File: config.mk
export PLATFORM = sky130hd
export DESIGN_NAME = iirdf1_coef_regs
export DESIGN_NICKNAME = d
export VERILOG_FILES = /design/src/iirdf1_pkg.sv /design/src/iirdf1_coef_regs.sv
export SDC_FILE = /design/constraint.sdc
export NUM_CORES = 1
export LEC_CHECK = 0
export BUFFER_PORTS_ARGS = -buffer_cell sky130_fd_sc_hd__buf_2
export CAP_MARGIN = 5
export CORE_MARGIN = 2
export CORE_UTILIZATION = 35
export CTS_CLUSTER_DIAMETER = 40
export DETAILED_ROUTE_END_ITERATION = 12
export GPL_ROUTABILITY_DRIVEN = 0
export RECOVER_POWER = 50
export SLEW_MARGIN = 20
export SYNTH_ARGS = -nofsm -noshare
export SYNTH_HDL_FRONTEND = slang
export SYNTH_SLANG_ARGS = --single-unit
File: constraint.sdc
create_clock -name clk_i -period 0.96 [get_ports clk_i]
set_input_delay 0.288 -clock clk_i [delete_from_list [all_inputs] [get_ports clk_i]]
set_output_delay 0.288 -clock clk_i [all_outputs]
set_load 0.1 [all_outputs]
File: src/iirdf1_pkg.sv
`default_nettype none

package iirdf1_pkg;

  // coefficient format: signed Q4.27 in a 32-bit word
  localparam int unsigned COEF_W     = 32;
  localparam int unsigned CFG_DATA_W = 64;
  localparam int unsigned CFG_IDX_W  = 8;
  localparam int unsigned HIST_MAX   = 4;

  // reset value of b0 (1.0 in Q4.27)
  localparam logic [COEF_W-1:0] B0_RESET = 32'd134217728;

  typedef enum logic [CFG_IDX_W-1:0] {
    REG_FF_COEF_0_1 = 8'd0,
    REG_FF_COEF_2_3 = 8'd1,
    REG_FF_COEF_4   = 8'd2,
    REG_FB_COEF_1_2 = 8'd3,
    REG_FB_COEF_3_4 = 8'd4
  } cfg_reg_e;

  typedef logic [COEF_W-1:0] coef_t;

  // feedforward b0..b4, feedback a1..a4
  typedef struct packed {
    coef_t [HIST_MAX:0] b;
    coef_t [HIST_MAX:1] a;
  } coef_set_t;

endpackage

`default_nettype wire

File: src/iirdf1_coef_regs.sv
`default_nettype none

module iirdf1_coef_regs (
  input  wire logic                                 clk_i,
  input  wire logic                                 rst_ni,
  input  wire logic                                 cfg_valid_i,
  output logic                                      cfg_ready_o,
  input  wire logic [iirdf1_pkg::CFG_IDX_W-1:0]     cfg_index_i,
  input  wire logic [iirdf1_pkg::CFG_DATA_W-1:0]    cfg_data_i,
  output iirdf1_pkg::coef_set_t                     coef_o
);

  localparam int unsigned CW = iirdf1_pkg::COEF_W;

  iirdf1_pkg::coef_set_t coef_q;

  // writes are always accepted; cfg_ready_o is tied high
  assign cfg_ready_o = 1'b1;

  always_ff @(posedge clk_i or negedge rst_ni) begin
    if (!rst_ni) begin
      // b0 = 1.0, every other tap zero
      coef_q.b <= {{(iirdf1_pkg::HIST_MAX*CW){1'b0}}, iirdf1_pkg::B0_RESET};
      coef_q.a <= '0;
    end else if (cfg_valid_i) begin
      case (cfg_index_i)
        iirdf1_pkg::REG_FF_COEF_0_1: begin
          coef_q.b[0] <= cfg_data_i[CW-1:0];
          coef_q.b[1] <= cfg_data_i[2*CW-1:CW];
        end
        iirdf1_pkg::REG_FF_COEF_2_3: begin
          coef_q.b[2] <= cfg_data_i[CW-1:0];
          coef_q.b[3] <= cfg_data_i[2*CW-1:CW];
        end
        iirdf1_pkg::REG_FF_COEF_4: begin
          coef_q.b[4] <= cfg_data_i[CW-1:0];
        end
        iirdf1_pkg::REG_FB_COEF_1_2: begin
          coef_q.a[1] <= cfg_data_i[CW-1:0];
          coef_q.a[2] <= cfg_data_i[2*CW-1:CW];
        end
        iirdf1_pkg::REG_FB_COEF_3_4: begin
          coef_q.a[3] <= cfg_data_i[CW-1:0];
          coef_q.a[4] <= cfg_data_i[2*CW-1:CW];
        end
        default: begin
          // unknown index, write dropped
        end
      endcase
    end
  end

  assign coef_o = coef_q;

endmodule

`default_nettype wire

==> impl_metrics.json, run 1 <==
{
  "port_buffers": 362,
  "worstSetupStartpointType": "flip-flop",
  "path_max_fanout": 2,
  "overflow": 0,
  "min_path_type": "in2reg",
  "drive_gt1_share_pct": 94.2,
  "cts_tree": "yes",
  "drt_pass1_iterations": 4,
  "place_area_mm2": 0.0181,
  "final_area_mm2": 0.0211,
  "seqCellArea_mm2": 0.00750,
  "initial_core_util_pct": 35.3,
  "wl_um": 34900,
  "skew_ns": 0,
  "p_seq_share_pct": 34.6,
  "cts_buffers": 44,
  "ios": 364,
  "wl_per_cell_um": 22.6,
  "synth-seq-area-share_pct": 67.3,
  "grt_setup_unrepaired": "true",
  "die_x_um": 179,
  "ant_nets": 0,
  "yosys-top-cells-count": "dfrtp_1 (287), mux2_2 (283), buf_2 (22)",
  "cts.htree.levels": 2,
  "ir_drop_uv": 1490,
  "dieArea_mm2": 0.0320,
  "fin_nets": 1182,
  "clock_latency_ns": 0.52,
  "core_mm2": 0.0303,
  "max_clock_freq_mhz": 624,
  "setup_viol": 792,
  "power_frac_comb_pct": 21.7,
  "slowest_stage": "dfstp_4",
  "status": "finished, violations left",
  "avgSynthCellArea_um2": 17.4,
  "clock_sinks": 288,
  "dp_hpwl_um": 21600,
  "clkTransAtPathRegs_ns": 0.06,
  "internal_power_mw": 27.0,
  "async_flop_share_pct": 100,
  "grt_max_degree": 45,
  "die_h_um": 179,
  "synth_area_mm2": 0.0107,
  "fill_cells": 1862,
  "yosys_warnings": 0,
  "switching_share_pct": 30.7,
  "area_delta_synth_final_pct": 97.5,
  "rows": 64,
  "cap_violations": 0,
  "synthTopCellsByArea": "dfrtp_1 (67%), mux2_2 (30%), buf_2 (1.0%), mux2_1 (0.53%), buf_4 (0.49%)",
  "leakagePower_nw": 9.77,
  "worstSetupEndpointType": "output port",
  "yosys.cell_count.top_type": "dfrtp_1",
  "setup_ws_ns": -0.643,
  "cts_buffer_depth": 3,
  "multiInputGateArea_mm2": 0.00365,
  "grt_pass1_wl_um": 49700,
  "crit_family": "flip-flops",
  "p_clk_share_pct": 43.7,
  "hold_viol_final": 0,
  "fin_crit_sh_pct": 167,
  "synth_seq_cells": 288,
  "p_per_area_mw_per_mm2": 1840,
  "cts_root_buf": "clkbuf_16",
  "grtUsageTotal_pct": 21.0,
  "drt_iter0_markers": 257,
  "fin_crit_ns": 1.60,
  "worst-endpoint-arrival_ns": 1.32,
  "slew_headroom_pct": 62.3,
  "grt_pass1_vias": 7801,
  "yosys.cell_types.count": 15,
  "path_buf_inv": 1,
  "synth_cells": 615,
  "largest_reg_flops": 288,
  "worst_pin_slew_ns": 0.566,
  "total_power_mw": 38.9,
  "vias": 7279,
  "synth_top_area_share_pct": 67.1,
  "path_cells": "buf_12",
  "p_switching_mw": 12.0,
  "cpPeakStageDelay_ns": 0.62,
  "synth_edf_count": 0,
  "drv_slew": 0,
  "antenna_found_initial": 1,
  "violations": "negative setup slack",
  "crit_type": "reg2out",
  "synth_nets": 690,
  "crit_required_ns": 0.67,
  "drc": 0,
  "via_per_inst": 4.73,
  "yosysTopAreaCell": "dfrtp_1",
  "synth_flop_cell": "dfrtp_1"
}
worst paths after layout:
| kind | cells past startpoint | endpoint | from | slack [ns] |
|---|---|---|---|---|
| setup / recovery | 1 | coef_o[155] | coef_o[155] | -0.64 |
| hold / removal | 2 | coef_o[248] | cfg_data_i[56] | 0.05 |
| setup reg to reg | 3 | coef_o[170] | coef_o[170] | -0.10 |
| hold reg to reg | 1 | coef_o[117] | coef_o[117] | 0.55 |
| max in group asynchronous | 4 | coef_o[168] | rst_ni | -0.08 |
| min in group asynchronous | 2 | coef_o[183] | rst_ni | 0.30 |
power by group through the flow:
| stage | clock network (mW) | logic, mW | registers [mW] |
|---|---|---|---|
| finish | 17.0 | 8.45 | 13.5 |
| global route | 18.0 | 8.69 | 13.5 |
| CTS | 17.3 | 8.40 | 13.5 |
| detailed placement | 0 | 8.29 | 13.7 |
| global placement | 0 | 8.25 | 13.6 |
| floorplan | 0 | 0.553 | 17.6 |
final cells by class:
| class | instances | share of cell area (%) |
|---|---|---|
| well taps | 396 | 2.34 |
| flip-flops and latches | 288 | 35.4 |
| multi-input cells | 298 | 17.3 |
| diodes | 1 | 0.0118 |
| clock buffers | 55 | 5.98 |
| clock inverters | 27 | 1.69 |
| repair buffers | 475 | 37.3 |
per-layer routing:
metal	vias up	track usage [%]	part of all wire [%]
met2	267	35.9	52
li1	3212	-	-
met3	66	7.65	8.1
met4	0	6.30	2.7
met5	-	0	0
met1	3734	24.7	38
per-stage QoR:
step / setup WS [ns] / utilization [%] / cells / hold slack (ns) / setup TNS [ns]
CTS: -0.668 / 68.6 / 1521 / 0.0207 / -217.48
detailed placement: -0.897 / 59.8 / 1392 / 0.129 / -218.09
global placement: -0.865 / 59.8 / 1392 / 0.129 / -215.21
global route: -0.684 / 69.7 / 1539 / 0.0316 / -280.31
floorplan: -0.664 / - / 615 / -0.00759 / -183.93
finish: -0.643 / 69.7 / 1540 / 0.0457 / -230.72
placed cells by master, fill, tap and decap left out, drive strengths merged:
cell type / count
nand4: 2
nor4: 1
nand3: 1
buf: 468
inv: 5
dlygate4sd3: 1
nor3b: 1
bufinv: 6
dfstp: 1
nor2: 1
clkinvlp: 10
nor2b: 1
nand4b: 1
conb: 1
clkinv: 6
mux2: 288
dfrtp: 287
diode: 1
and4b: 1
clkbuf: 61
kinds of logic (layout without fill, tap and decap cells):
family	count (synthesis)	count (layout)	share of synthesized area [%]
muxes	288	288	30.3
DFF	288	288	67.3
other	1	2	0.0350
and+or+nand+nor	9	9	0.818
buffers and inverters	29	557	1.52
repair_timing:
action | 4_1_cts | 5_1_grt
setup endpoints to repair | 576 | 576
pin swaps | 1 | 2
gates resized for setup | 72 | 79
buffers inserted | 26 | 25
gates cloned | 20 | 7
hold buffers | 1 | 0
endpoints found under the hold margin | 182 | 0
Note: power is estimated with default switching activity, not from simulation.
==> inputs of run 2 (changes only) <==
--- a/config.mk
+++ b/config.mk
@@ -12,7 +12,6 @@
 export CTS_CLUSTER_DIAMETER = 40
 export DETAILED_ROUTE_END_ITERATION = 12
 export GPL_ROUTABILITY_DRIVEN = 0
-export RECOVER_POWER = 50
 export SLEW_MARGIN = 20
 export SYNTH_ARGS = -nofsm -noshare
 export SYNTH_HDL_FRONTEND = slang
==> run 2 against run 1 <==
The flow still finishes with violations (negative setup slack). Global-route usage did not move. Register-to-register slack barely moved. Worst setup slack got worse by 0.00091 ns. Non-clock buffer count did not move. Fmax barely moved. Clock power barely moved. Clock skew did not move. Critical path depth did not move. Total power barely moved.
==> impl_metrics.json, run 2 (synthesis results as in run 1) <==
{
  "timing.hold.ws_ns": 0.0451,
  "port_buffers": 362,
  "p_clk_share_pct": 43.7,
  "core_mm2": 0.0303,
  "min_from": "cfg_data_i[56]",
  "die_h_um": 179,
  "drive_gt1_share_pct": 94.2,
  "r2r_slack_ns": -0.10,
  "startpoint": "coef_o[155]",
  "path_cells": "buf_12",
  "dp_hpwl_um": 21600,
  "cts_buffer_depth": 3,
  "grtUsageTotal_pct": 21.0,
  "internal_power_mw": 27.0,
  "max_clock_freq_mhz": 623,
  "initial_core_util_pct": 35.3,
  "drv_slew": 0,
  "die_x_um": 179,
  "p_seq_share_pct": 34.6,
  "path_max_fanout": 2,
  "cts_buffers": 44,
  "largest_reg_flops": 288,
  "reg2reg_depth": 3,
  "total_power_mw": 38.9,
  "fin_crit_sh_pct": 167,
  "vias": 7294,
  "path_buf_inv": 1,
  "wl_um": 34900,
  "setup_viol": 576,
  "grt_pass1_wl_um": 49700,
  "via_per_inst": 4.74,
  "worst-endpoint-arrival_ns": 1.32,
  "skew_ns": 0,
  "worstSetupEndpointType": "output port",
  "area_delta_synth_final_pct": 97.7,
  "setup_ws_ns": -0.644,
  "drt_pass1_iterations": 4,
  "cpPeakStageDelay_ns": 0.62,
  "cap_violations": 0,
  "violations": "negative setup slack",
  "grt_pass1_vias": 7801,
  "fin_tns_setup_ns": -219.49,
  "clock_latency_ns": 0.52,
  "final_core_util_pct": 69.7,
  "hold_depth": 2,
  "multiInputGateArea_mm2": 0.00365,
  "worstReg2RegStart": "coef_o[170]",
  "overflow": 0,
  "mostFrequentLayoutCell": "buf_12",
  "fill_cells": 1861,
  "drc": 0,
  "cts.htree.levels": 2,
  "hold_path_end": "coef_o[248]",
  "ir_drop_uv": 1490,
  "min_path_type": "in2reg",
  "worstSetupStartpointType": "flip-flop",
  "clock_sinks": 288,
  "p_per_area_mw_per_mm2": 1840,
  "status": "finished, violations left",
  "post-place-ws_ns": -0.897,
  "seqCellArea_mm2": 0.00750,
  "rows": 64,
  "wl_per_cell_um": 22.7,
  "switching_share_pct": 30.7,
  "dieArea_mm2": 0.0320,
  "ant_nets": 0,
  "drt_iter0_markers": 244,
  "fin_crit_ns": 1.60,
  "slowest_stage": "dfstp_4",
  "fin_nets": 1182,
  "cts_tree": "yes",
  "p_switching_mw": 12.0,
  "cts_root_buf": "clkbuf_16",
  "hold_viol_final": 0,
  "crit_type": "reg2out",
  "grt_setup_unrepaired": "true",
  "power_frac_comb_pct": 21.7,
  "ios": 364,
  "antenna_found_initial": 1,
  "crit_family": "flip-flops",
  "r2r_end": "coef_o[170]",
  "final_cell_mix": "buf_12 (318), dfrtp_2 (227), mux2_2 (213)",
  "leakagePower_nw": 9.77,
  "grt_max_degree": 45,
  "clkTransAtPathRegs_ns": 0.06,
  "crit_required_ns": 0.67
}
==> run 2: final cells by class <==
cell class | instances | area share (%)
clock buffer | 55 | 5.98
clock inverter | 27 | 1.68
sequential | 288 | 35.4
multi-input combinational | 298 | 17.3
tap | 396 | 2.34
antenna | 1 | 0.0118
timing repair buffer | 475 | 37.3
==> run 2: routing by layer <==
layer | up-vias | track usage, % | share of wire (%)
li1 | 3209 | - | -
met1 | 3752 | 24.7 | 38
met2 | 267 | 35.9 | 51
met3 | 66 | 7.65 | 8.1
met4 | 0 | 6.30 | 2.7
met5 | - | 0 | 0
==> run 2: worst max-delay path by stage <==
stage	end	slack [ns]	cells past startpoint
finish	coef_o[155]	-0.64	1
global route	coef_o[155]	-0.68	1
CTS	coef_o[155]	-0.67	1
detailed placement	coef_o[101]	-0.90	7
global placement	coef_o[101]	-0.86	7
floorplan	coef_o[192]	-0.66	5
==> run 2: power by group through the flow <==
stage / Sequential (mW) / Clock, mW / Combinational, mW
floorplan: 17.6 / 0 / 0.553
global placement: 13.6 / 0 / 8.25
detailed placement: 13.7 / 0 / 8.29
CTS: 13.5 / 17.3 / 8.40
global route: 13.5 / 18.0 / 8.70
finish: 13.5 / 17.0 / 8.46
==> run 2: metrics by stage <==
stage                     area, um2  cells
final                         21200   1540
after CTS                     20800   1521
after floorplan               11000    615
after global placement        18100   1392
after detailed placement      18100   1392
after global routing          21200   1539
==> run 2: repair_timing <==
action,4_1_cts,5_1_grt
pin swaps,1,2
endpoints found under the setup margin,576,576
hold endpoints to repair,182,0
hold buffers,1,0
buffers inserted,26,25
gates resized for setup,72,79
cloned,20,7
